==> src/sft_pkg.sv <==
// Shared types, constants and helpers of the subscriber table fan-out block.
package sft_pkg;

    localparam int TABLE_DEPTH = 64;
    localparam int IDX_W       = (TABLE_DEPTH > 1) ? $clog2(TABLE_DEPTH) : 1;
    localparam int CNT_W       = $clog2(TABLE_DEPTH + 1);

    localparam int IP_W      = 32;
    localparam int PORT_W    = 16;
    localparam int MODE_W    = 2;
    localparam int CHAN_W    = 2;
    localparam int TIME_W    = 32;
    localparam int TMO_W     = 16;
    localparam int MAXSESS_W = 7;

    localparam int IN_TDATA_W  = 88;
    localparam int OUT_TDATA_W = 48;
    localparam int CFG_IDX_W   = 1;
    localparam int CFG_DATA_W  = 16;

    // configuration register indexes
    localparam logic [CFG_IDX_W-1:0] CFG_TIMEOUT  = 1'd0;
    localparam logic [CFG_IDX_W-1:0] CFG_MAX_SESS = 1'd1;

    localparam logic [TMO_W-1:0]     TIMEOUT_RST  = 16'd15;
    localparam logic [MAXSESS_W-1:0] MAX_SESS_RST = 7'd64;

    // item kinds
    localparam logic OP_POLL   = 1'b0;
    localparam logic OP_PACKET = 1'b1;

    // packet channels
    localparam logic [CHAN_W-1:0] CH_THERMAL = 2'd0;
    localparam logic [CHAN_W-1:0] CH_VIS_MAIN = 2'd1;
    localparam logic [CHAN_W-1:0] CH_VIS_SUB  = 2'd2;

    typedef struct packed {
        logic [IP_W-1:0]   ip;
        logic [PORT_W-1:0] port;
        logic [TIME_W-1:0] poll_time;
        logic [MODE_W-1:0] mode;
    } t_entry;

    typedef struct packed {
        logic              op;
        logic [IP_W-1:0]   ip;
        logic [PORT_W-1:0] port;
        logic [MODE_W-1:0] mode;
        logic [CHAN_W-1:0] chan;
        logic [TIME_W-1:0] now;
    } t_item;

    typedef struct packed {
        logic             rd_en;
        logic [IDX_W-1:0] rd_addr;
        logic             wr_en;
        logic [IDX_W-1:0] wr_addr;
        t_entry           wr_data;
    } t_ram_req;

    typedef struct packed {
        logic              valid;
        logic [IP_W-1:0]   ip;
        logic [PORT_W-1:0] port;
        logic              last;
    } t_push;

    function automatic logic wants(input logic [MODE_W-1:0] mode,
                                   input logic [CHAN_W-1:0] chan);
        logic w;
        case (chan)
            CH_THERMAL:  w = mode[0];
            CH_VIS_MAIN: w = mode[1];
            CH_VIS_SUB:  w = mode[1];
            default:     w = 1'b0;
        endcase
        return w;
    endfunction

endpackage

==> src/sft_cfg.sv <==
// Configuration registers: idle timeout and session limit.
module sft_cfg
    import sft_pkg::*;
(
    input  logic                  i_clk,
    input  logic                  i_rst_n,
    input  logic                  i_cfg_valid,
    output logic                  o_cfg_ready,
    input  logic [CFG_IDX_W-1:0]  i_cfg_index,
    input  logic [CFG_DATA_W-1:0] i_cfg_data,
    output logic [TMO_W-1:0]      o_timeout,
    output logic [MAXSESS_W-1:0]  o_max_sess
);

    logic [TMO_W-1:0]     r_timeout;
    logic [MAXSESS_W-1:0] r_max_sess;

    assign o_cfg_ready = 1'b1;

    always_ff @(posedge i_clk) begin
        if (!i_rst_n) begin
            r_timeout  <= TIMEOUT_RST;
            r_max_sess <= MAX_SESS_RST;
        end else if (i_cfg_valid) begin
            case (i_cfg_index)
                CFG_TIMEOUT:  r_timeout  <= i_cfg_data[TMO_W-1:0];
                CFG_MAX_SESS: r_max_sess <= i_cfg_data[MAXSESS_W-1:0];
                default: ;
            endcase
        end
    end

    assign o_timeout  = r_timeout;
    assign o_max_sess = r_max_sess;

endmodule

==> config.mk <==
export PLATFORM = sky130hd
export DESIGN_NAME = sft_cfg
export DESIGN_NICKNAME = d
export VERILOG_FILES = /design/src/sft_pkg.sv /design/src/sft_cfg.sv
export SDC_FILE = /design/constraint.sdc
export NUM_CORES = 1
export LEC_CHECK = 0
export BUFFER_PORTS_ARGS = -buffer_cell sky130_fd_sc_hd__buf_2
export CAP_MARGIN = 20
export CORE_MARGIN = 5
export CORE_UTILIZATION = 27
export DETAILED_ROUTE_END_ITERATION = 8
export HOLD_SLACK_MARGIN = 0.12
export PLACE_DENSITY = 0.62
export SKIP_CTS_REPAIR_TIMING = 1
export SLEW_MARGIN = 5
export SYNTH_ARGS = -nofsm -noshare
export SYNTH_HDL_FRONTEND = slang
export SYNTH_SLANG_ARGS = --single-unit
==> constraint.sdc <==
create_clock -name i_clk -period 0.9 [get_ports i_clk]
set_input_delay 0.135 -clock i_clk [delete_from_list [all_inputs] [get_ports i_clk]]
set_output_delay 0.135 -clock i_clk [all_outputs]
set_load 0.005 [all_outputs]
Yosys cells after proc, flatten, opt, wreduce, memory -nomap -nowiden:

Cells that the tools add are included.
Widths: inputs -> output; s select.

* bitwise operators: 1
* reduce and logical (&&, ||, !) cells: 2

Operator list (count)
* $reduce_and 2->1: 2
* $not 1->1: 1

* bits of input ports: 20
* register bits after elaboration: 23
* word-level logic and storage cells: 5
* output and inout port bits: 24

Longest topological paths before layout:

Gate-level depths: netlist (run 1).

* depth in word-level cells: 2
* depth in mapped cells: 4
* depth with buffers taken out: 2

Least setup slack after synthesis (run 1):

Ideal clock, no wire load.

* kind: input-to-reg
* from: input i_cfg_valid
* to: register r_timeout[10], in the netlist o_timeout[10]
* data required time: 0.828 ns
* arrival time: 0.712 ns
* library setup time: 0.072 ns
* buffers on the path: 2
* path slack: 0.116 ns
* stages on the path: 4
* cells stage by stage: nor2b_1 -> buf_6 -> buf_8 -> mux2i_1

* longest elaborated chain between the ends: 1

Ends and longest elaborated chain
* start, declared: line sft_cfg.sv:7 `input logic i_cfg_valid,`
* $reduce_and 2->1 (no line)
* end signal, assigned: line sft_cfg.sv:26 `CFG_TIMEOUT: r_timeout <= i_cfg_data[TMO_W-1:0];`
* end, declared: line sft_cfg.sv:15 `logic [TMO_W-1:0] r_timeout;`

Every way passes these cells.
A chain may end at the register's enable or synchronous reset.

Worst setup path in the final report (run 1):

* from: register r_max_sess[5], in the netlist o_max_sess[5]
* to: output o_max_sess[5]

RTL lines
* start, declared: line sft_cfg.sv:16 `logic [MAXSESS_W-1:0] r_max_sess;`
* start signal, assigned: line sft_cfg.sv:27 `CFG_MAX_SESS: r_max_sess <= i_cfg_data[MAXSESS_W-1:0];`
* end, declared: line sft_cfg.sv:12 `output logic [MAXSESS_W-1:0] o_max_sess`

No word-level cell between the ends.

==> results of run 1 <==
[layout make-up]
type | count | area (sq um) | area share [%]
Timing Repair Buffer | 64 | 541 | 35.4
Clock buffer | 4 | 26.3 | 1.72
Tap cell | 46 | 57.6 | 3.76
Inverter | 5 | 18.8 | 1.23
Sequential cell | 23 | 489 | 32.0
Multi-Input combinational cell | 65 | 397 | 25.9
[path summary, 6_finish.rpt]
kind / from / end / slack, ns / cells after the start
worst max register to register: o_timeout[2] / o_timeout[2] / 0.20 / 3
worst max-delay path: o_max_sess[5] / o_max_sess[5] / -0.02 / 1
worst min-delay path: i_rst_n / o_max_sess[6] / 0.19 / 3
worst min register to register: o_max_sess[3] / o_max_sess[3] / 0.47 / 2
[registers in the layout, summed over array words and instances (netlist names)]
| register | flops |
|---|---|
| o_max_sess | 7 |
| o_timeout | 16 |
[cell usage after synthesis]
cell type | number | share of area (%)
sky130_fd_sc_hd__o211ai_2 | 1 | 1.3
sky130_fd_sc_hd__inv_1 | 5 | 2.0
sky130_fd_sc_hd__nand4_1 | 4 | 2.6
sky130_fd_sc_hd__dfxtp_1 | 23 | 48
sky130_fd_sc_hd__buf_2 | 3 | 1.6
sky130_fd_sc_hd__o211ai_1 | 4 | 3.1
sky130_fd_sc_hd__nor2b_1 | 1 | 0.65
sky130_fd_sc_hd__nand3b_1 | 4 | 3.1
sky130_fd_sc_hd__o21ai_1 | 4 | 2.1
sky130_fd_sc_hd__buf_6 | 3 | 3.5
sky130_fd_sc_hd__nand3_1 | 1 | 0.52
sky130_fd_sc_hd__nand2_1 | 30 | 12
sky130_fd_sc_hd__buf_4 | 3 | 2.3
sky130_fd_sc_hd__conb_1 | 1 | 0.39
sky130_fd_sc_hd__mux2i_1 | 14 | 15
sky130_fd_sc_hd__buf_8 | 1 | 1.6
sky130_fd_sc_hd__and2_4 | 1 | 0.91
[per-layer routing]
layer | share of wire (%) | wire [microns] | track usage, %
met1 | 44 | 1130 | 11.1
met2 | 49 | 1250 | 16.0
met3 | 6.3 | 161 | 2.75
met4 | 0 | 0 | 2.55
met5 | 0 | 0 | 0
[logic make-up (layout without fill, tap and decap cells)]
logic type	Yosys count	count (layout)	synth area share [%]
flip-flops	23	23	48.0
AND/OR/NAND/NOR	41	41	19.6
other	1	1	0.391
buffers and inverters	15	73	11.0
AO/OA/AOI/OAI	9	9	6.52
multiplexers	14	14	14.6
[power groups by stage]
| stage | combinational, mW | sequential, mW | clock (mW) |
|---|---|---|---|
| after floorplan | 0.157 | 1.13 | 0 |
| after CTS | 0.287 | 1.10 | 0.498 |
| after global placement | 0.274 | 1.12 | 0 |
| after detailed placement | 0.286 | 1.12 | 0 |
| final | 0.387 | 1.12 | 0.483 |
| after global routing | 0.424 | 1.13 | 0.535 |
[metrics by stage]
stage               cell area, sq um  power [mW]  utilization (%)  cells  hold WS, ns
finish                          1530        1.99             45.1    207        0.189
CTS                             1220        1.89             36.1    189       0.0497
global placement                1200        1.40             35.4    185        0.383
global route                    1530        2.09             45.1    207        0.201
floorplan                        960        1.28                -    103        0.277
detailed placement              1200        1.41             35.4    185        0.393
==> flow_results.xml, run 1 <==
<?xml version="1.0" encoding="UTF-8"?>
<metrics>
  <group name="outcome">
    <metric name="status" unit="">finished with violations</metric>
    <metric name="violations" unit="">negative setup slack</metric>
  </group>
  <group name="place">
    <metric name="post-dp-hpwl" unit="microns">1740</metric>
    <metric name="port_buffers" unit="">42</metric>
    <metric name="preCtsSetupSlack" unit="ns">0.000530</metric>
    <metric name="globalplace.congestion" unit="">0.652</metric>
  </group>
  <group name="cells_and_area">
    <metric name="layout.cells.most_common" unit="">sky130_fd_sc_hd__nand2_1</metric>
    <metric name="nFillCells" unit="">333</metric>
    <metric name="drive_gt1_share" unit="%">47.8</metric>
    <metric name="count_of_antenna_diodes_in_the_layout" unit="">0</metric>
    <metric name="area.growth.synth_to_final" unit="%">59.3</metric>
    <metric name="mostFrequentLayoutCells" unit="">sky130_fd_sc_hd__nand2_1 (30), sky130_fd_sc_hd__buf_2 (26), sky130_fd_sc_hd__dfxtp_2 (23)</metric>
    <metric name="layout.nets" unit="">182</metric>
  </group>
  <group name="route">
    <metric name="routed_wl" unit="microns">2540</metric>
    <metric name="drt_pre_antenna_iters" unit="">3</metric>
    <metric name="vias_per_cell" unit="">4.29</metric>
    <metric name="routed_wire_length_per_instance" unit="microns">12.3</metric>
    <metric name="drt_first_iter_violations" unit="">11</metric>
    <metric name="drc" unit="">0</metric>
    <metric name="routed_via_count" unit="">889</metric>
    <metric name="ant_nets" unit="">0</metric>
  </group>
  <group name="synth">
    <metric name="synth_seq_cells" unit="">23</metric>
    <metric name="synth_fp_nets" unit="">123</metric>
    <metric name="post_synth_inst_count" unit="">103</metric>
    <metric name="yosysUniqueCellTypes" unit="">17</metric>
    <metric name="postSynthAreaPerCell" unit="sq um">9.32</metric>
    <metric name="yosys_warnings" unit="">0</metric>
    <metric name="post_synth_instance_area" unit="sq um">960</metric>
    <metric name="synth.yosys.seq_area_share" unit="%">48.0</metric>
  </group>
  <group name="floorplan">
    <metric name="die_area" unit="sq mm">0.00485</metric>
    <metric name="floorplan.initialDensity" unit="%">28.3</metric>
    <metric name="fp.dieH" unit="microns">69.6</metric>
    <metric name="core_area" unit="sq mm">0.00339</metric>
    <metric name="top_level_ports" unit="">44</metric>
    <metric name="die_x" unit="microns">69.6</metric>
    <metric name="row_count" unit="">21</metric>
  </group>
  <group name="global_routing">
    <metric name="globalRouteOverflowTotal" unit="">0</metric>
    <metric name="grt_pass1_vias" unit="">864</metric>
    <metric name="grt_usage" unit="%">9.27</metric>
    <metric name="grt_max_degree" unit="">40</metric>
    <metric name="number_of_antenna_violations_at_the_first_check_in_global_routing" unit="">0</metric>
    <metric name="grt_first_pass_wirelength" unit="microns">3790</metric>
  </group>
  <group name="power">
    <metric name="p_switching" unit="uW">497</metric>
    <metric name="switching_share" unit="%">25.0</metric>
    <metric name="pwr-share-clk" unit="%">24.3</metric>
    <metric name="internal_power" unit="mW">1.49</metric>
    <metric name="ir_drop" unit="uV">685</metric>
    <metric name="sequentialPowerShare" unit="%">56.3</metric>
    <metric name="leakagePower" unit="nW">0.697</metric>
    <metric name="powerDensity" unit="mW/mm^2">1300</metric>
    <metric name="power_frac_comb" unit="%">19.4</metric>
  </group>
  <group name="sta">
    <metric name="slew_violations" unit="">0</metric>
    <metric name="fin_ws" unit="ns">-0.0166</metric>
    <metric name="finalCriticalPeriod" unit="ns">0.917</metric>
    <metric name="max_freq" unit="GHz">1.09</metric>
    <metric name="timing.setup.tns" unit="ns">-0.0796</metric>
    <metric name="finalClockSkew" unit="ns">0</metric>
    <metric name="finalSetupViolCount" unit="">10</metric>
    <metric name="final_cycle_utilization_of_the_critical_path" unit="%">102</metric>
    <metric name="hold_viol" unit="">0</metric>
    <metric name="setup_repair_after_global_routing_missed_its_margin" unit="">yes</metric>
  </group>
  <group name="worst_setup_path">
    <metric name="startpoint_type" unit="">flip-flop</metric>
    <metric name="data_required_time_at_the_worst_endpoint" unit="ns">0.76</metric>
    <metric name="critical_path_arrival" unit="ns">0.78</metric>
    <metric name="critPathSlowestCell" unit="">sky130_fd_sc_hd__dfxtp_2</metric>
    <metric name="critical_path.max_stage_delay" unit="ns">0.36</metric>
    <metric name="crit_path_class" unit="">reg -&gt; out</metric>
    <metric name="critical_path.endpoint_type" unit="">output pin</metric>
    <metric name="crit_path_max_fanout" unit="">2</metric>
    <metric name="critical_path.cell_chain" unit="">buf_6</metric>
    <metric name="critical-path-top-delay-family" unit="">flip-flops</metric>
    <metric name="worstPathBufferInverterCount" unit="">1</metric>
  </group>
  <group name="clock_tree">
    <metric name="clock_tree.root_cell" unit="">sky130_fd_sc_hd__clkbuf_4</metric>
    <metric name="ctsHtreeMaxLevel" unit="">1</metric>
    <metric name="cts_inserted_buffers" unit="">3</metric>
    <metric name="clkTransAtPathRegs" unit="ns">0.14</metric>
    <metric name="clkLatencyLatePin" unit="ns">0.31</metric>
    <metric name="cts_tree" unit="">yes</metric>
    <metric name="tritoncts_num_sinks" unit="">23</metric>
    <metric name="max-clock-path-buffers" unit="">2</metric>
  </group>
  <group name="run">
    <metric name="timing.max_cap.violations" unit="">0</metric>
  </group>
  <group name="worst_hold_path">
    <metric name="timing.hold.worst.class" unit="">in -&gt; reg</metric>
  </group>
</metrics>
Power figures use the tool's default switching activity.
==> run 2: changes to the inputs <==
--- a/config.mk
+++ b/config.mk
@@ -12,7 +12,6 @@
 export DETAILED_ROUTE_END_ITERATION = 8
 export HOLD_SLACK_MARGIN = 0.12
 export PLACE_DENSITY = 0.62
-export SKIP_CTS_REPAIR_TIMING = 1
 export SLEW_MARGIN = 5
 export SYNTH_ARGS = -nofsm -noshare
 export SYNTH_HDL_FRONTEND = slang
==> run 2 against run 1 <==
  * Wire length is essentially flat
  * Via count grew 1.6%
  * Fmax grew 1.6%
  * Register-to-register slack gained 0.02 ns
  * The run still ends with negative setup slack left
  * Core utilization is essentially flat
  * Critical path depth is the same
==> flow_results.xml, run 2 (same netlist as run 1, synthesis figures left out) <==
<?xml version="1.0" encoding="UTF-8"?>
<metrics>
  <group name="sta">
    <metric name="timing.hold.ws" unit="ns">0.204</metric>
    <metric name="slew_violations" unit="">0</metric>
    <metric name="final_cycle_utilization_of_the_critical_path" unit="%">100</metric>
    <metric name="max_freq" unit="GHz">1.11</metric>
    <metric name="setup_repair_after_global_routing_missed_its_margin" unit="">yes</metric>
    <metric name="hold_viol" unit="">0</metric>
    <metric name="timing.setup.tns" unit="ns">-0.00238</metric>
    <metric name="finalClockSkew" unit="ns">0</metric>
    <metric name="fin_ws" unit="ns">-0.00216</metric>
    <metric name="finalCriticalPeriod" unit="ns">0.902</metric>
    <metric name="finalSetupViolCount" unit="">2</metric>
  </group>
  <group name="power">
    <metric name="leakagePower" unit="nW">0.693</metric>
    <metric name="powerDensity" unit="mW/mm^2">1290</metric>
    <metric name="design_power_total" unit="mW">1.97</metric>
    <metric name="ir_drop" unit="uV">660</metric>
  </group>
  <group name="worst_setup_path">
    <metric name="critPathSlowestCell" unit="">sky130_fd_sc_hd__dfxtp_2</metric>
    <metric name="critical_path.max_stage_delay" unit="ns">0.36</metric>
    <metric name="critical_path.cell_chain" unit="">buf_6</metric>
    <metric name="cp.depth" unit="">1</metric>
    <metric name="timing.reg2reg.worst_path_depth" unit="">3</metric>
    <metric name="critical_path.endpoint_type" unit="">output pin</metric>
    <metric name="critical-path-top-delay-family" unit="">flip-flops</metric>
    <metric name="critical_path_arrival" unit="ns">0.77</metric>
    <metric name="worstPathBufferInverterCount" unit="">1</metric>
    <metric name="crit_path_class" unit="">reg -&gt; out</metric>
    <metric name="startpoint_type" unit="">flip-flop</metric>
    <metric name="crit_path_max_fanout" unit="">2</metric>
    <metric name="data_required_time_at_the_worst_endpoint" unit="ns">0.76</metric>
  </group>
  <group name="cells_and_area">
    <metric name="area.growth.synth_to_final" unit="%">59.2</metric>
    <metric name="largest_reg_flops" unit="">16</metric>
    <metric name="mostFrequentLayoutCells" unit="">sky130_fd_sc_hd__nand2_1 (30), sky130_fd_sc_hd__buf_2 (25), sky130_fd_sc_hd__dfxtp_2 (23)</metric>
    <metric name="finalInstanceArea" unit="sq mm">0.00153</metric>
    <metric name="count_of_antenna_diodes_in_the_layout" unit="">0</metric>
    <metric name="layout.cells.most_common" unit="">sky130_fd_sc_hd__nand2_1</metric>
    <metric name="layout.core_utilization" unit="%">45.1</metric>
    <metric name="layoutNonFillerInstCount" unit="">206</metric>
    <metric name="drive_gt1_share" unit="%">47.5</metric>
    <metric name="layout.nets" unit="">181</metric>
  </group>
  <group name="place">
    <metric name="post-dp-hpwl" unit="microns">1740</metric>
    <metric name="preCtsSetupSlack" unit="ns">0.000530</metric>
    <metric name="globalplace.congestion" unit="">0.652</metric>
    <metric name="port_buffers" unit="">42</metric>
    <metric name="postPlaceCellArea" unit="sq mm">0.00120</metric>
    <metric name="post-place-cells" unit="">185</metric>
  </group>
  <group name="route">
    <metric name="routed_wire_length_per_instance" unit="microns">12.3</metric>
    <metric name="drc" unit="">0</metric>
    <metric name="vias_per_cell" unit="">4.38</metric>
    <metric name="routed_via_count" unit="">903</metric>
    <metric name="routed_wl" unit="microns">2540</metric>
    <metric name="drt_pre_antenna_iters" unit="">4</metric>
    <metric name="ant_nets" unit="">0</metric>
    <metric name="drt_first_iter_violations" unit="">15</metric>
  </group>
  <group name="clock_tree">
    <metric name="clkTransAtPathRegs" unit="ns">0.12</metric>
    <metric name="ctsHtreeMaxLevel" unit="">1</metric>
    <metric name="clkLatencyLatePin" unit="ns">0.30</metric>
    <metric name="tritoncts_num_sinks" unit="">23</metric>
    <metric name="cts_tree" unit="">yes</metric>
    <metric name="max-clock-path-buffers" unit="">2</metric>
    <metric name="clock_tree.root_cell" unit="">sky130_fd_sc_hd__clkbuf_4</metric>
    <metric name="cts_inserted_buffers" unit="">3</metric>
  </group>
  <group name="floorplan">
    <metric name="die_x" unit="microns">69.6</metric>
    <metric name="row_count" unit="">21</metric>
    <metric name="floorplan.initialDensity" unit="%">28.3</metric>
    <metric name="core_area" unit="sq mm">0.00339</metric>
    <metric name="fp.dieH" unit="microns">69.6</metric>
    <metric name="die_area" unit="sq mm">0.00485</metric>
    <metric name="top_level_ports" unit="">44</metric>
  </group>
  <group name="worst_hold_path">
    <metric name="timing.hold.worst.class" unit="">in -&gt; reg</metric>
    <metric name="whs_path_depth" unit="">3</metric>
  </group>
  <group name="global_routing">
    <metric name="grt_first_pass_wirelength" unit="microns">4220</metric>
    <metric name="grt_pass1_vias" unit="">970</metric>
    <metric name="globalRouteOverflowTotal" unit="">0</metric>
    <metric name="grt_max_degree" unit="">40</metric>
    <metric name="number_of_antenna_violations_at_the_first_check_in_global_routing" unit="">0</metric>
    <metric name="grt_usage" unit="%">10.4</metric>
  </group>
  <group name="run">
    <metric name="timing.max_cap.violations" unit="">0</metric>
  </group>
  <group name="outcome">
    <metric name="status" unit="">finished with violations</metric>
    <metric name="violations" unit="">negative setup slack</metric>
  </group>
</metrics>
run 2: changes by cell type in the layout (fill, tap and decap cells not counted), sizes merged:
cell,previous run,this run
buf,48,47
run 2: worst paths after layout:
check,slack [ns],startpoint,to
hold / removal,0.20,i_rst_n,o_max_sess[6]
hold reg to reg,0.46,o_max_sess[3],o_max_sess[3]
setup / recovery,-0.002,o_max_sess[5],o_max_sess[5]
setup reg to reg,0.22,o_timeout[7],o_timeout[7]
run 2: power by group:
part | leakage (nW) | internal [mW] | switching (mW)
Sequential | 0.195 | 1.08 | 0.0365
Clock | 0.0150 | 0.173 | 0.293
Combinational | 0.484 | 0.235 | 0.151
Total | 0.693 | 1.49 | 0.480
run 2: repair_timing:
item | 4_1_cts | 5_1_grt
gates resized for setup | 27 | 13
hold endpoints to repair | 22 | 0
hold buffers | 16 | 0
setup endpoints to repair | 23 | 23
buffers inserted | 0 | 1
run 2: final cells by class:
cell class	instances	area (sq um)
tap	46	57.6
inverter	5	18.8
fill	328	1860
clock buffer	4	26.3
multi-input combinational	65	397
timing repair buffer	63	539
sequential	23	489
run 2: layer usage:
metal / wire length (microns) / global-route usage, % / up-vias
met4: 0 / 2.55 / 0
li1: - / - / 451
met1: 1040 / 11.8 / 422
met5: 0 / 0 / -
met2: 1320 / 19.2 / 30
met3: 182 / 2.61 / 0
==> run 3: changes to the inputs <==
--- a/config.mk
+++ b/config.mk
@@ -12,6 +12,7 @@
 export DETAILED_ROUTE_END_ITERATION = 8
 export HOLD_SLACK_MARGIN = 0.12
 export PLACE_DENSITY = 0.62
+export RECOVER_POWER = 100
 export SLEW_MARGIN = 5
 export SYNTH_ARGS = -nofsm -noshare
 export SYNTH_HDL_FRONTEND = slang
==> run 3 against run 2 <==
  * The flow still finishes with violations (negative setup slack)
  * Count of clock-buffer cells in the layout unchanged
  * First-iteration DRC count increased by 27%
  * Die area did not move
  * Core utilization is 0.33 points lower
  * Sequential power hardly changed
  * Via count decreased by 0.44%
  * Flip-flop and latch count unchanged
  * Critical path type unchanged
  * Largest cell class unchanged
  * Highest routed layer unchanged
==> flow_results.xml, run 3 (same netlist as run 1, synthesis figures left out) <==
<?xml version="1.0" encoding="UTF-8"?>
<metrics>
  <group name="place">
    <metric name="post-place-cells" unit="">185</metric>
    <metric name="port_buffers" unit="">42</metric>
    <metric name="globalplace.congestion" unit="">0.652</metric>
    <metric name="post-dp-hpwl" unit="microns">1740</metric>
  </group>
  <group name="floorplan">
    <metric name="floorplan.initialDensity" unit="%">28.3</metric>
    <metric name="row_count" unit="">21</metric>
    <metric name="top_level_ports" unit="">44</metric>
    <metric name="die_area" unit="sq mm">0.00485</metric>
    <metric name="die_x" unit="microns">69.6</metric>
    <metric name="fp.dieH" unit="microns">69.6</metric>
    <metric name="core_area" unit="sq mm">0.00339</metric>
  </group>
  <group name="worst_setup_path">
    <metric name="critical-path-top-delay-family" unit="">flip-flops</metric>
    <metric name="critical_path_arrival" unit="ns">0.77</metric>
    <metric name="data_required_time_at_the_worst_endpoint" unit="ns">0.76</metric>
    <metric name="critPathSlowestCell" unit="">sky130_fd_sc_hd__dfxtp_2</metric>
    <metric name="crit_path_max_fanout" unit="">2</metric>
    <metric name="startpoint_type" unit="">flip-flop</metric>
    <metric name="worstPathBufferInverterCount" unit="">1</metric>
    <metric name="cp.depth" unit="">1</metric>
    <metric name="timing.reg2reg.worst_path_depth" unit="">3</metric>
    <metric name="critical_path.cell_chain" unit="">buf_6</metric>
    <metric name="critical_path.endpoint_type" unit="">output pin</metric>
    <metric name="critical_path.max_stage_delay" unit="ns">0.36</metric>
    <metric name="crit_path_class" unit="">reg -&gt; out</metric>
  </group>
  <group name="sta">
    <metric name="timing.setup.tns" unit="ns">-0.00714</metric>
    <metric name="max_freq" unit="GHz">1.11</metric>
    <metric name="slew_violations" unit="">0</metric>
    <metric name="finalClockSkew" unit="ns">0</metric>
    <metric name="finalSetupViolCount" unit="">2</metric>
    <metric name="final_cycle_utilization_of_the_critical_path" unit="%">101</metric>
    <metric name="fin_ws" unit="ns">-0.00463</metric>
    <metric name="hold_viol" unit="">0</metric>
    <metric name="finalCriticalPeriod" unit="ns">0.905</metric>
    <metric name="setup_repair_after_global_routing_missed_its_margin" unit="">yes</metric>
  </group>
  <group name="route">
    <metric name="ant_nets" unit="">0</metric>
    <metric name="routed_via_count" unit="">899</metric>
    <metric name="routed.top_layer" unit="">met3</metric>
    <metric name="drt_first_iter_violations" unit="">19</metric>
    <metric name="drt_pre_antenna_iters" unit="">4</metric>
    <metric name="vias_per_cell" unit="">4.36</metric>
    <metric name="routed_wl" unit="microns">2550</metric>
    <metric name="met2_wirelength" unit="microns">1300</metric>
    <metric name="wl_met1" unit="microns">1070</metric>
    <metric name="drc" unit="">0</metric>
    <metric name="routed_wire_length_per_instance" unit="microns">12.4</metric>
    <metric name="met3_length" unit="microns">183</metric>
  </group>
  <group name="power">
    <metric name="powerDensity" unit="mW/mm^2">1300</metric>
    <metric name="ir_drop" unit="uV">656</metric>
    <metric name="leakagePower" unit="nW">0.677</metric>
  </group>
  <group name="global_routing">
    <metric name="grt_max_degree" unit="">40</metric>
    <metric name="number_of_antenna_violations_at_the_first_check_in_global_routing" unit="">0</metric>
    <metric name="grt_usage" unit="%">10.4</metric>
    <metric name="globalRouteOverflowTotal" unit="">0</metric>
    <metric name="grt_first_pass_wirelength" unit="microns">4220</metric>
    <metric name="grt_pass1_vias" unit="">970</metric>
  </group>
  <group name="cells_and_area">
    <metric name="layout.nets" unit="">181</metric>
    <metric name="layout.cells.most_common" unit="">sky130_fd_sc_hd__nand2_1</metric>
    <metric name="count_of_antenna_diodes_in_the_layout" unit="">0</metric>
    <metric name="layoutNonFillerInstCount" unit="">206</metric>
    <metric name="largest_reg_flops" unit="">16</metric>
    <metric name="area.growth.synth_to_final" unit="%">58.0</metric>
    <metric name="mostFrequentLayoutCells" unit="">sky130_fd_sc_hd__nand2_1 (30), sky130_fd_sc_hd__dfxtp_2 (23), sky130_fd_sc_hd__buf_2 (20)</metric>
    <metric name="layout.area.seq" unit="sq um">489</metric>
    <metric name="nFillCells" unit="">333</metric>
    <metric name="multi_input_comb_area" unit="sq um">392</metric>
    <metric name="drive_gt1_share" unit="%">43.8</metric>
  </group>
  <group name="outcome">
    <metric name="status" unit="">finished with violations</metric>
    <metric name="violations" unit="">negative setup slack</metric>
  </group>
  <group name="run">
    <metric name="timing.max_cap.violations" unit="">0</metric>
  </group>
  <group name="clock_tree">
    <metric name="ctsHtreeMaxLevel" unit="">1</metric>
    <metric name="cts_tree" unit="">yes</metric>
    <metric name="clkLatencyLatePin" unit="ns">0.30</metric>
    <metric name="clock_tree.root_cell" unit="">sky130_fd_sc_hd__clkbuf_4</metric>
    <metric name="clkTransAtPathRegs" unit="ns">0.12</metric>
    <metric name="max-clock-path-buffers" unit="">2</metric>
    <metric name="tritoncts_num_sinks" unit="">23</metric>
    <metric name="cts_inserted_buffers" unit="">3</metric>
  </group>
  <group name="worst_hold_path">
    <metric name="whs_path_depth" unit="">3</metric>
    <metric name="timing.hold.worst.class" unit="">in -&gt; reg</metric>
  </group>
</metrics>
## run 3: cell types whose count changed in the layout (fill, tap and decap cells not counted)
cell | before | now
sky130_fd_sc_hd__buf_2 | 25 | 20
sky130_fd_sc_hd__clkbuf_1 | 1 | 6
sky130_fd_sc_hd__o21ai_0 | 0 | 3
sky130_fd_sc_hd__o21ai_1 | 4 | 1
sky130_fd_sc_hd__o211ai_1 | 4 | 5
sky130_fd_sc_hd__o211ai_2 | 1 | 0
## run 3: repair_timing
action                                 CTS  global route
hold buffers                            16             0
setup endpoints to repair               23            23
cloned                                   0             0
setup buffers                            0             1
endpoints found under the hold margin   22             0
gates resized for setup                 27            13
## run 3: final timing paths
kind / start / slack, ns / to
max: o_max_sess[5] / -0.005 / o_max_sess[5]
min: i_rst_n / 0.22 / o_timeout[2]
max reg2reg: o_timeout[7] / 0.23 / o_timeout[7]
min reg2reg: o_timeout[5] / 0.47 / o_timeout[5]
## run 3: routing by layer
layer  track usage [%]  vias to the layer above
met2              19.2                       30
met3              2.61                        0
met1              11.8                      419
met5                 0                        -
met4              2.55                        0
li1                  -                      450
## run 3: cell type report
class                   instances  area share (%)
flip-flops and latches         23            32.3
repair buffers                 63            35.1
inverters                       5            1.24
clock buffers                   4            1.73
well taps                      46            3.80
multi-input cells              65            25.8
## run 3: through the flow
step	hold WS [ns]	worst slack (ns)	utilization, %	power [mW]	instance area [sq um]
2_1_floorplan	0.277	0.116	-	1.28	960
4_1_cts	0.186	-0.0280	42.6	1.97	1440
3_3_place_gp	0.383	0.0686	35.4	1.40	1200
3_5_place_dp	0.393	0.000530	35.4	1.41	1200
6_report	0.225	-0.00463	44.7	1.97	1520
5_1_grt	0.236	-0.0472	44.7	2.08	1520
## run 3: worst register-to-register path, cell delays in order, from the launching register on
cell and delay (ns):
sky130_fd_sc_hd__dfxtp_2 0.35, sky130_fd_sc_hd__buf_4 0.12, sky130_fd_sc_hd__nand2_1 0.05, sky130_fd_sc_hd__mux2i_1 0.06
## run 3: where the power goes
part	switching, mW	total (mW)	internal (mW)
Sequential	0.0365	1.12	1.08
Clock	0.295	0.468	0.173
Combinational	0.150	0.380	0.230
Total	0.481	1.97	1.49
